File: config.mk
export PLATFORM = sky130hd
export DESIGN_NAME = tx_ring_dma_block_scheduler
export DESIGN_NICKNAME = d
export VERILOG_FILES = /design/src/hw/rtl/txrd_pkg.sv /design/src/hw/rtl/tx_ring_dma_block_scheduler.sv /design/src/hw/rtl/txrd_ctrl.sv /design/src/hw/rtl/txrd_dpath.sv
export SDC_FILE = /design/constraint.sdc
export NUM_CORES = 2
export LEC_CHECK = 0
export ABC_AREA = 0
export BUFFER_PORTS_ARGS = -buffer_cell sky130_fd_sc_hd__buf_2
export CAP_MARGIN = 20
export CORE_UTILIZATION = 60
export CTS_BUF_LIST = sky130_fd_sc_hd__clkbuf_2
export CTS_CLUSTER_DIAMETER = 30
export DETAILED_ROUTE_END_ITERATION = 16
export GPL_TIMING_DRIVEN = 0
export PLACE_DENSITY = 0.73
export SETUP_SLACK_MARGIN = 0.05
export SLEW_MARGIN = 20
export SYNTH_ARGS = -nofsm -noshare
export SYNTH_HDL_FRONTEND = slang
export SYNTH_HIERARCHICAL = 1
export SYNTH_SLANG_ARGS = --single-unit
File: constraint.sdc
create_clock -name clk_i -period 20.9 [get_ports clk_i]
set_input_delay 1.045 -clock clk_i [delete_from_list [all_inputs] [get_ports clk_i]]
set_output_delay 1.045 -clock clk_i [all_outputs]
set_load 0.05 [all_outputs]
File: src/hw/rtl/txrd_pkg.sv
// ----------------------------------------------------------------------------
// txrd_pkg
// Shared types, constants and helpers of the transmit ring DMA block scheduler.
// ----------------------------------------------------------------------------
package txrd_pkg;

  localparam int BUFFER_DEPTH = 256;
  localparam int PTR_W        = $clog2(BUFFER_DEPTH);
  localparam int HALF_DEPTH   = BUFFER_DEPTH / 2;
  localparam int SUM_W        = ((PTR_W > 8) ? PTR_W : 8) + 1;

  typedef logic [PTR_W-1:0] ptr_t;

  localparam logic [1:0] KIND_BYTE     = 2'd0;
  localparam logic [1:0] KIND_COMPLETE = 2'd1;
  localparam logic [1:0] KIND_READ     = 2'd2;

  localparam logic [1:0] STATUS_OK     = 2'd0;
  localparam logic [1:0] STATUS_REJECT = 2'd1;
  localparam logic [1:0] STATUS_NONE   = 2'd2;

  typedef struct packed {
    logic [1:0] kind;
    logic [7:0] data_byte;
    logic [7:0] message_length;
    logic       first_byte;
    logic       last_byte;
    logic [7:0] read_offset;
  } in_item_t;

  typedef struct packed {
    logic [1:0] status;
    logic [7:0] written_count;
    logic       block_go;
    logic [7:0] block_offset;
    logic [7:0] block_count;
    logic [7:0] read_data;
  } out_item_t;

  typedef struct packed {
    logic exec;
    logic rd_issue;
    logic rd_load;
  } txrd_cmd_t;

  typedef enum logic [1:0] {
    ST_IDLE = 2'b01,
    ST_READ = 2'b10
  } ctrl_state_e;

  // bytes from start up to end, or up to the buffer end when wrapped, capped
  function automatic ptr_t block_size(ptr_t start_ptr, ptr_t end_ptr);
    logic [PTR_W:0] span;
    begin
      if (end_ptr < start_ptr) begin
        span = (PTR_W+1)'(BUFFER_DEPTH) - {1'b0, start_ptr};
      end else begin
        span = {1'b0, end_ptr} - {1'b0, start_ptr};
      end
      if (span > (PTR_W+1)'(HALF_DEPTH)) begin
        span = (PTR_W+1)'(HALF_DEPTH);
      end
      return span[PTR_W-1:0];
    end
  endfunction

endpackage

File: src/hw/rtl/tx_ring_dma_block_scheduler.sv
// ----------------------------------------------------------------------------
// tx_ring_dma_block_scheduler
// Transmit ring buffer with message admission and DMA block descriptor issue.
// ----------------------------------------------------------------------------
// Every input beat gives exactly one result beat. Message bytes, completions
// and unknown kinds go straight to the output register; a DMA read first
// passes the ring memory's registered read port. A new beat is taken in the
// cycle the previous result is taken, so byte and completion beats sustain
// one per cycle while results are taken and no read is pending. The ring
// memory needs no clearing after reset.
module tx_ring_dma_block_scheduler import txrd_pkg::*; (
  input  logic      clk_i,
  input  logic      rst_ni,
  input  logic      in_valid_i,
  output logic      in_ready_o,
  input  in_item_t  in_item_i,
  output logic      out_valid_o,
  input  logic      out_ready_i,
  output out_item_t out_item_o
);

  txrd_cmd_t cmd;

  txrd_ctrl u_ctrl (
    .clk_i       (clk_i),
    .rst_ni      (rst_ni),
    .in_valid_i  (in_valid_i),
    .in_ready_o  (in_ready_o),
    .in_kind_i   (in_item_i.kind),
    .out_valid_o (out_valid_o),
    .out_ready_i (out_ready_i),
    .cmd_o       (cmd)
  );

  txrd_dpath u_dpath (
    .clk_i      (clk_i),
    .rst_ni     (rst_ni),
    .cmd_i      (cmd),
    .in_item_i  (in_item_i),
    .out_item_o (out_item_o)
  );

endmodule

File: src/hw/rtl/txrd_ctrl.sv
// ----------------------------------------------------------------------------
// txrd_ctrl
// Handshake controller: accepts items, sequences ring reads, owns output valid.
// ----------------------------------------------------------------------------
module txrd_ctrl import txrd_pkg::*; (
  input  logic       clk_i,
  input  logic       rst_ni,
  input  logic       in_valid_i,
  output logic       in_ready_o,
  input  logic [1:0] in_kind_i,
  output logic       out_valid_o,
  input  logic       out_ready_i,
  output txrd_cmd_t  cmd_o
);

  ctrl_state_e state_q, state_d;
  logic        out_valid_q, out_valid_d;
  logic        accept;

  assign in_ready_o = (state_q == ST_IDLE) && (!out_valid_q || out_ready_i);
  assign accept     = in_valid_i && in_ready_o;

  always_comb begin
    cmd_o.exec     = accept && (in_kind_i != KIND_READ);
    cmd_o.rd_issue = accept && (in_kind_i == KIND_READ);
    cmd_o.rd_load  = (state_q == ST_READ);
  end

  always_comb begin
    state_d = state_q;
    case (state_q)
      ST_IDLE: begin
        if (cmd_o.rd_issue) begin
          state_d = ST_READ;
        end
      end
      ST_READ: begin
        state_d = ST_IDLE;
      end
      default: begin
        state_d = ST_IDLE;
      end
    endcase
  end

  always_comb begin
    out_valid_d = out_valid_q;
    if (cmd_o.exec || cmd_o.rd_load) begin
      out_valid_d = 1'b1;
    end else if (out_ready_i) begin
      out_valid_d = 1'b0;
    end
  end

  always_ff @(posedge clk_i or negedge rst_ni) begin
    if (!rst_ni) begin
      state_q     <= ST_IDLE;
      out_valid_q <= 1'b0;
    end else begin
      state_q     <= state_d;
      out_valid_q <= out_valid_d;
    end
  end

  assign out_valid_o = out_valid_q;

endmodule

File: src/hw/rtl/txrd_dpath.sv
// ----------------------------------------------------------------------------
// txrd_dpath
// Ring memory, pointers, message admission, block descriptors, output register.
// ----------------------------------------------------------------------------
module txrd_dpath import txrd_pkg::*; (
  input  logic      clk_i,
  input  logic      rst_ni,
  input  txrd_cmd_t cmd_i,
  input  in_item_t  in_item_i,
  output out_item_t out_item_o
);

  logic [7:0] ring_mem [BUFFER_DEPTH];
  logic [7:0] rd_data_q;

  ptr_t       start_q, start_d;
  ptr_t       end_q, end_d;
  ptr_t       shadow_q, shadow_d;
  ptr_t       tsize_q, tsize_d;
  logic       admitted_q, admitted_d;
  logic       rejected_q, rejected_d;
  logic       busy_q, busy_d;
  logic [7:0] slen_q, slen_d;
  logic [7:0] cnt_q, cnt_d;

  out_item_t  out_q, res;
  out_item_t  rd_res;
  logic       wr_en;
  ptr_t       wr_addr;
  ptr_t       occ;
  ptr_t       nsize;
  ptr_t       rd_addr;
  logic [PTR_W:0] start_sum;
  logic       fits;
  logic       issue;

  always_comb begin
    if (end_q < start_q) begin
      occ = ptr_t'(BUFFER_DEPTH - 1) - start_q + end_q + ptr_t'(1);
    end else begin
      occ = end_q - start_q;
    end
  end

  assign fits = (SUM_W'(occ) + SUM_W'(in_item_i.message_length)) < SUM_W'(BUFFER_DEPTH - 1);
  assign start_sum = {1'b0, start_q} + {1'b0, tsize_q};
  assign rd_addr   = ptr_t'(in_item_i.read_offset);

  always_comb begin
    start_d    = start_q;
    end_d      = end_q;
    shadow_d   = shadow_q;
    tsize_d    = tsize_q;
    admitted_d = admitted_q;
    rejected_d = rejected_q;
    busy_d     = busy_q;
    slen_d     = slen_q;
    cnt_d      = cnt_q;
    wr_en      = 1'b0;
    wr_addr    = shadow_q;
    issue      = 1'b0;
    res        = '0;
    res.status = STATUS_NONE;

    if (in_item_i.kind == KIND_BYTE) begin
      if (in_item_i.first_byte) begin
        admitted_d = 1'b0;
        rejected_d = 1'b0;
        if (fits) begin
          admitted_d = 1'b1;
          shadow_d   = end_q;
          slen_d     = in_item_i.message_length;
          cnt_d      = 8'd0;
        end else begin
          rejected_d = 1'b1;
        end
      end
      if (admitted_d) begin
        res.status = STATUS_OK;
        if (cnt_d < slen_d) begin
          wr_en   = 1'b1;
          wr_addr = shadow_d;
          if (shadow_d == ptr_t'(BUFFER_DEPTH - 1)) begin
            shadow_d = '0;
          end else begin
            shadow_d = shadow_d + ptr_t'(1);
          end
          cnt_d = cnt_d + 8'd1;
        end
        if (in_item_i.last_byte) begin
          end_d             = shadow_d;
          res.written_count = cnt_d;
          admitted_d        = 1'b0;
          if (!busy_q && (start_q != end_d)) begin
            issue = 1'b1;
          end
        end
      end else if (rejected_d) begin
        res.status = STATUS_REJECT;
        if (in_item_i.last_byte) begin
          rejected_d = 1'b0;
        end
      end
    end else if (in_item_i.kind == KIND_COMPLETE) begin
      if (busy_q) begin
        res.status = STATUS_OK;
        if (start_sum >= (PTR_W+1)'(BUFFER_DEPTH)) begin
          start_d = '0;
        end else begin
          start_d = start_sum[PTR_W-1:0];
        end
        if (start_d != end_q) begin
          issue = 1'b1;
        end else begin
          busy_d = 1'b0;
        end
      end
    end

    nsize = block_size(start_d, end_d);
    if (issue) begin
      tsize_d          = nsize;
      busy_d           = 1'b1;
      res.block_go     = 1'b1;
      res.block_offset = 8'(start_d);
      res.block_count  = 8'(nsize);
    end
  end

  always_comb begin
    rd_res           = '0;
    rd_res.status    = STATUS_OK;
    rd_res.read_data = rd_data_q;
  end

  always_ff @(posedge clk_i) begin
    if (cmd_i.exec && wr_en) begin
      ring_mem[wr_addr] <= in_item_i.data_byte;
    end
    if (cmd_i.rd_issue) begin
      rd_data_q <= ring_mem[rd_addr];
    end
  end

  always_ff @(posedge clk_i) begin
    if (cmd_i.exec) begin
      out_q <= res;
    end else if (cmd_i.rd_load) begin
      out_q <= rd_res;
    end
  end

  always_ff @(posedge clk_i or negedge rst_ni) begin
    if (!rst_ni) begin
      start_q    <= '0;
      end_q      <= '0;
      shadow_q   <= '0;
      tsize_q    <= '0;
      admitted_q <= 1'b0;
      rejected_q <= 1'b0;
      busy_q     <= 1'b0;
      slen_q     <= 8'd0;
      cnt_q      <= 8'd0;
    end else if (cmd_i.exec) begin
      start_q    <= start_d;
      end_q      <= end_d;
      shadow_q   <= shadow_d;
      tsize_q    <= tsize_d;
      admitted_q <= admitted_d;
      rejected_q <= rejected_d;
      busy_q     <= busy_d;
      slen_q     <= slen_d;
      cnt_q      <= cnt_d;
    end
  end

  assign out_item_o = out_q;

endmodule
Word level (Yosys, flattened, before mapping)
Memories as Yosys holds them, arrays and structs flattened. A register that Yosys moved wholly into a read port is not among the register bits.
Index checks and enable logic that the tools add are counted.

word-level totals
  flip-flop bits (word level) = 89
  bits in latches = 0
  bits in writable memories = 2048
  ROM bits = 0
  bits of input ports = 32
  output and inout port bits = 37
  logic and storage cells = 133
  memories = 1

memories
  name              words  width  rd ports  clocked after Yosys merged registers in  wr ports  RTL line          source
  u_dpath.ring_mem  256    8      1         1                                        1         txrd_dpath.sv:13  logic [7:0] ring_mem [BUFFER_DEPTH];

cells by class
  add/subtract/negate cells = 10
  multipliers = 0
  div/mod/pow operators = 0
  $lt $le $gt $ge = 6
  equal/unequal tests = 10
  shifts and indexed selects = 0
  muxes and demuxes = 72
  bitwise operators = 0
  reductions and logical operators = 17

operator list
  cell                                                           count
  two-way mux 8 bit                                              34
  two-way mux 35 bit                                             2
  two-way mux 1 bit                                              27
  adder 8 x 1 -> 8 bit, second input constant                    3
  < comparator 8 bit                                             3
  adder 8 x 8 -> 9 bit                                           2
  two-way mux 17 bit                                             1
  inequality test 8 bit                                          2
  two-way mux 2 bit                                              7
  >= comparator 9 bit, second input constant                     1
  greater-than comparator 9 x 8 -> 1 bit, second input constant  1
  < comparator 9 x 8 -> 1 bit, second input constant             1
  two-way mux 9 bit                                              1
  subtractor 8 x 8 -> 9 bit                                      1
  subtractor 9 x 8 -> 9 bit, first input constant                1
  adder 8 bit                                                    1
  == test 8 bit, second input constant                           1
  subtractor 8 bit                                               1
  subtractor 8 bit, first input constant                         1
  logical AND 1 bit                                              6
  nonzero test 2 bit                                             3
  == test 2 x 1 -> 1 bit, second input constant                  2
  == test 2 bit, second input constant                           2
  inequality test 2 bit, second input constant                   2
  other kinds (6)                                                9

Logic depth before layout (Yosys ltp)
  depth in word-level cells = 23
  gate-level depth with buffers = 44
  depth with buffers taken out = 39

Modules after synthesis
Netlist, hierarchy kept.

by module, submodules not included
  module      times used  cells each  area each (um2)  seq. area each (um2)
  txrd_dpath  1           4028        86001.2          63986.4
  txrd_ctrl   1           13          161.4            76.3

Worst setup path after synthesis
No wires, ideal clock.

  path kind = flip-flop to flip-flop
  start point = reg u_dpath.end_q[0]
  end point = reg u_dpath.out_q, in the netlist u_dpath/out_item_o[10], data pin
  library setup time = 0.255 ns
  arrival time = 8.377 ns
  data required time = 20.645 ns
  slack = 12.269 ns
  stages on the path, launching flop included = 43
  buffers on the path = 6
  clock period less this slack = 8.631 ns
  path through = dfrtp_1 -> inv_1 -> ha_1 -> inv_1 -> fa_1 -> nand2_1 -> nand2_1 -> a21oi_1 -> o21bai_1 -> a21oi_1 -> xnor2_1 -> ha_1 -> nand3_1 -> nor4_2 -> nor4_1 -> or3_1 -> buf_2 -> o21ai_2 -> [7 not listed] -> o211ai_2 -> o211ai_4 -> clkbuf_1 -> o21ai_0 -> o21a_1 -> mux2_2 -> ha_1 -> or2_2 -> a21oi_1 -> a211oi_1 -> or2_2 -> clkbuf_1 -> clkbuf_1 -> o31ai_1 -> a41oi_1 -> a31oi_1 -> a21oi_1 -> and2_1

on the way
  word-level cells in the longest chain between the ends = 22
  elaborated cells on any way between the ends = 46
  classes of those cells = add/sub: 6; order compare: 5; eq/ne: 3; mux: 31; reduce/logical: 1

RTL lines
  item                                                             RTL line                        source
  start: declaration                                               txrd_dpath.sv:17                ptr_t end_q, end_d;
  start signal: assignment                                         txrd_dpath.sv:166               end_q <= end_d;
  adder 8 bit                                                      txrd_dpath.sv:39                occ = ptr_t'(BUFFER_DEPTH - 1) - start_q + end_q + ptr_t'(1);
  adder 8 x 1 -> 8 bit                                             txrd_dpath.sv:39
  two-way mux 8 bit                                                txrd_dpath.sv:38                if (end_q < start_q) begin
  adder 8 x 8 -> 9 bit                                             txrd_dpath.sv:45                assign fits = (SUM_W'(occ) + SUM_W'(in_item_i.message_length)) < SUM_W'(BUFFER_DEPTH - 1);
  < comparator 9 x 8 -> 1 bit                                      txrd_dpath.sv:45
  two-way mux 8 bit                                                txrd_dpath.sv:69                if (fits) begin
  two-way mux 8 bit                                                txrd_dpath.sv:66                if (in_item_i.first_byte) begin
  two-way mux 8 bit                                                txrd_dpath.sv:65                if (in_item_i.kind == KIND_BYTE) begin
  [7 not listed]                                                   --
  two-way mux 8 bit (*)                                            txrd_dpath.sv:65
  net u_dpath.end_d[5]                                             txrd_dpath.sv:17
  subtractor 8 x 8 -> 9 bit or < comparator 8 bit (tied branches)  txrd_pkg.sv:58, txrd_pkg.sv:55
  two-way mux 9 bit (*)                                            txrd_pkg.sv:55                  if (end_ptr < start_ptr) begin
  greater-than comparator 9 x 8 -> 1 bit                           txrd_pkg.sv:60                  if (span > (PTR_W+1)'(HALF_DEPTH)) begin
  two-way mux 8 bit (*)                                            txrd_pkg.sv:60
  two-way mux 17 bit (*)                                           txrd_dpath.sv:121               if (issue) begin
  two-way mux 35 bit (*)                                           txrd_dpath.sv:146               if (cmd_i.exec) begin
  end signal: assignment                                           txrd_dpath.sv:147               out_q <= res;
  end signal: assignment                                           txrd_dpath.sv:149               out_q <= rd_res;
  end: declaration                                                 txrd_dpath.sv:26                out_item_t out_q, res;

The timed path passes the listed nets; every way through them passes the cells marked *. The select of a mux whose other input is x is not followed.
A chain may end at the register's enable or synchronous reset.

Worst setup path in the final report
Ends and elaborated chain as after synthesis.

==> impl_metrics.prom <==
# TYPE chip_impl_metric gauge
chip_impl_metric{name="grt_first_pass_wirelength",unit="mm"} 305
chip_impl_info{name="min_path_type",value="input port to flip-flop"} 1
chip_impl_metric{name="num_rows",unit=""} 138
chip_impl_metric{name="core_region_area",unit="sq um"} 142000
chip_impl_info{name="cts_tree",value="done"} 1
chip_impl_metric{name="grt_remaining_overflow",unit=""} 0
chip_impl_metric{name="final.setup.tns",unit="ns"} 0
chip_impl_metric{name="floorplan.die_area",unit="sq um"} 145000
chip_impl_metric{name="yosys.area.top_type_share",unit="%"} 72.6
chip_impl_info{name="cp_dominant_cell_by_count",value="a21oi_1"} 1
chip_impl_metric{name="grt_start_max_net_pins",unit=""} 134
chip_impl_metric{name="hpwlAfterDp",unit="mm"} 141
chip_impl_metric{name="report.final.slew_viol_count",unit=""} 0
chip_impl_metric{name="max_stage_delay",unit="ns"} 0.49
chip_impl_metric{name="yosysWarnings",unit=""} 6
chip_impl_info{name="criticalPathCategory",value="flip-flop to flip-flop"} 1
chip_impl_metric{name="synthDistinctLibCells",unit=""} 88
chip_impl_metric{name="filler_cell_count",unit=""} 9498
chip_impl_metric{name="total_number_of_vias",unit=""} 45300
chip_impl_metric{name="area_delta_synth_final",unit="%"} 9.79
chip_impl_metric{name="vdd_drop_max",unit="mV"} 0.0848
chip_impl_metric{name="clock_insertion_delay_worst_skew",unit="ns"} 1.65
chip_impl_metric{name="maxSlewHeadroom",unit="%"} 21.7
chip_impl_metric{name="timing_hold_violations_final",unit=""} 0
chip_impl_metric{name="post_synth.cell_area_avg",unit="sq um"} 21.3
chip_impl_metric{name="drtIter0Drc",unit=""} 5831
chip_impl_metric{name="port_buffer_count",unit=""} 61
chip_impl_metric{name="place_congestion",unit=""} 0.941
chip_impl_metric{name="net_count_final",unit=""} 4789
chip_impl_metric{name="dieWidth",unit="um"} 381
chip_impl_metric{name="grt_antenna_before_repair",unit=""} 16
chip_impl_metric{name="cts_buffer_depth",unit=""} 4
chip_impl_metric{name="place.detailed.instances",unit=""} 6011
chip_impl_metric{name="number_of_synthesized_register_bits",unit=""} 2145
chip_impl_info{name="cts_root_buf",value="clkbuf_2"} 1
chip_impl_metric{name="powerDensity",unit="nW/um^2"} 93.6
chip_impl_metric{name="setup_viol",unit=""} 0
chip_impl_metric{name="async_set_or_reset_flop_fraction_in_the_synthesized_netlist",unit="%"} 2.52
chip_impl_metric{name="cts_max_level",unit=""} 6
chip_impl_metric{name="drt-pass1-iter-count",unit=""} 5
chip_impl_metric{name="clock-sinks",unit=""} 2145
chip_impl_info{name="timing.critical_path.to_type",value="flip-flop"} 1
chip_impl_info{name="rsz_0062_raised_after_global_routing",value="false"} 1
chip_impl_metric{name="synthesized_netlist_net_count",unit=""} 4122
chip_impl_metric{name="drv.max_cap_violation_count",unit=""} 0
chip_impl_metric{name="crit_required",unit="ns"} 22.27
chip_impl_metric{name="drcViolationCount",unit=""} 0
chip_impl_metric{name="crit_path_max_fanout",unit=""} 10
chip_impl_metric{name="globalRouteTotalUtil",unit="%"} 29.7
chip_impl_metric{name="period_minus_slack",unit="ns"} 10.57
chip_impl_metric{name="tritoncts.num_buffers",unit=""} 550
chip_impl_info{name="timing.critical_path.slowest_stage_cell",value="dfrtp_1"} 1
chip_impl_info{name="post-synth-top-area-cell",value="edfxtp_1"} 1
chip_impl_metric{name="fin_cells",unit=""} 6942
chip_impl_metric{name="final.setup_skew",unit="ns"} 0.120
chip_impl_metric{name="vias_in_the_first_global_route",unit=""} 45100
chip_impl_metric{name="clk_transition_reported_paths",unit="ns"} 0.11
chip_impl_metric{name="start_util",unit="%"} 60.7
chip_impl_metric{name="achievable-frequency",unit="MHz"} 94.6
chip_impl_metric{name="io_pins",unit=""} 69
chip_impl_metric{name="drt-wirelength-per-cell",unit="um"} 30.6
chip_impl_metric{name="synth.cell_area",unit="sq um"} 86200
chip_impl_metric{name="layout_worst_path_cycle_share",unit="%"} 50.6
chip_impl_info{name="startpoint_type",value="flip-flop"} 1
chip_impl_metric{name="dieHeight",unit="um"} 381
chip_impl_metric{name="crit_arrival",unit="ns"} 11.94
chip_impl_info{name="result_of_the_run",value="complete, no violations"} 1
chip_impl_metric{name="ant_nets",unit=""} 0
chip_impl_info{name="synth_ff_type",value="edfxtp_1"} 1
chip_impl_metric{name="drive_gt1_share",unit="%"} 33.1
chip_impl_metric{name="cellLeakagePower",unit="nW"} 30.7
chip_impl_metric{name="route.detailed.vias_per_inst",unit=""} 6.52
chip_impl_metric{name="seq_area_frac_synth",unit="%"} 74.4
chip_impl_metric{name="number_of_enable_flip_flop_cells_after_synthesis",unit=""} 2083
chip_impl_metric{name="detail_route.wirelength",unit="mm"} 212
chip_impl_metric{name="synth_cells",unit=""} 4041
chip_impl_metric{name="worst_pin_slew",unit="ns"} 1.17
chip_impl_info{name="synthTopCellsByArea",value="edfxtp_1 (73%), mux4_2 (18%), dfrtp_1 (1.5%), nor2_1 (1.5%), clkbuf_1 (0.68%)"} 1
[layout by cell type (no fill, tap or decap), drive strengths merged, types with 18 or more instances in the layout]
cell type / count
o21ai: 54
nand2: 90
mux2i: 37
buf: 148
o31ai: 19
clkbuf: 917
dlygate4sd3: 33
ha: 45
mux4: 680
xnor2: 29
dfrtp: 53
nand3: 38
and3: 19
nor2: 340
inv: 48
a21oi: 45
nor3: 18
edfxtp: 2083
clkinv: 101
[power by group]
part	total, mW	leakage [nW]	switching [mW]	internal, mW
registers	4.79	19.5	0.0461	4.75
clock network	2.76	3.62	1.58	1.17
logic	1.30	7.56	0.826	0.476
[worst max-delay path, delay by kind of cell, from the launching register on]
family          cells  cell delay, ns
compound gates     16            3.51
simple gates       10            2.11
buf+inv             8            1.91
fa+ha+maj           5            1.54
mux                 2            0.59
flops               1            0.49
xor+xnor            1            0.10
[layout make-up]
type / instances / area, sq um / share of cell area, %
Multi-Input combinational cell: 1631 / 21100 / 22.3
Inverter: 37 / 139 / 0.147
Tap cell: 1890 / 2360 / 2.50
Timing Repair Buffer: 115 / 1230 / 1.30
Sequential cell: 2145 / 64100 / 67.7
Clock inverter: 131 / 972 / 1.03
Buffer: 228 / 946 / 1.00
Antenna cell: 10 / 25.0 / 0.0265
Clock buffer: 755 / 3780 / 3.99
[metrics by stage]
step | power, mW | cell area [sq um] | setup WS (ns) | util, % | hold WS, ns
floorplan | 5.72 | 86200 | 12.27 | - | 0.449
global placement | 6.14 | 88800 | 10.65 | 62.6 | 0.461
detailed placement | 6.16 | 89400 | 10.53 | 63.0 | 0.470
CTS | 8.90 | 94500 | 10.49 | 66.6 | 0.0239
global route | 9.22 | 94600 | 9.65 | 66.6 | 0.0875
finish | 8.85 | 94600 | 10.33 | 66.7 | 0.236
[cell usage after synthesis (all sizes together) (4+ instances only)]
cell / number
edfxtp: 2083
mux4: 680
nor2: 340
clkbuf: 157
nand2: 90
buf: 71
o21ai: 54
dfrtp: 53
a21oi: 45
ha: 45
nand3: 38
inv: 37
mux2i: 37
xnor2: 29
and3: 19
o31ai: 19
nor3: 18
and2: 16
xor2: 16
o21a: 13
mux2: 12
nor2b: 12
nand2b: 11
or2: 11
a31oi: 10
nand4: 10
dfxtp: 8
nand3b: 8
a211oi: 7
o211ai: 7
a22o: 5
a31o: 5
o2111ai: 5
o21bai: 5
a21o: 4
fa: 4
nor3b: 4
nor4: 4
o32ai: 4
or3: 4
[per-layer routing]
| layer | track usage, % | vias up | share of wire, % |
|---|---|---|---|
| met2 | 45.9 | 2856 | 48 |
| met1 | 41.9 | 23500 | 37 |
| met4 | 10.9 | 8 | 3.1 |
| met3 | 7.00 | 402 | 12 |
| li1 | - | 18500 | - |
| met5 | 0 | - | 0.025 |
[state kept, by name (all words and copies together) (netlist names)]
signal	flops
u_dpath/rejected_q	1
u_dpath/cnt_q	8
u_dpath/admitted_q	1
u_dpath/slen_q	8
u_dpath/shadow_q	8
u_dpath/start_q	8
u_dpath/rd_data_q	8
u_ctrl/out_valid_o	1
u_dpath/busy_q	1
u_dpath/end_q	8
u_dpath/out_item_o	35
u_dpath/ring_mem	2048
u_dpath/tsize_q	8
u_ctrl/state_q	2
[worst paths after layout]
path                            depth (start not counted)  slack, ns              start                        to
worst min register to register                          2       0.48  u_dpath/slen_q[2]         u_dpath/slen_q[2]
max in group asynchronous                               4      20.12             rst_ni        u_dpath/start_q[5]
worst max register to register                         42      10.33   u_dpath/end_q[0]    u_dpath/out_item_o[10]
worst max-delay path                                   42      10.33   u_dpath/end_q[0]    u_dpath/out_item_o[10]
min in group asynchronous                               3       0.47             rst_ni         u_ctrl/state_q[0]
worst min-delay path                                    2       0.24      in_item_i[24]  u_dpath/ring_mem[236][6]
[timing repair]
item	4_1_cts	5_1_grt
setup endpoints to repair	0	0
setup buffers	0	0
resized for setup	0	0
hold buffers	34	0
endpoints found under the hold margin	1241	0
[logic make-up after synthesis]
kind of cell / Yosys count / synth area share [%]
AOI/OAI and AO/OA: 213 / 1.74
muxes: 729 / 18.4
adders and majority gates: 49 / 0.746
DFF: 2145 / 74.4
buffers and inverters: 265 / 1.20
and+or+nand+nor: 594 / 3.06
xor gates and xnor gates: 46 / 0.484
Power figures use the tool's default switching activity.
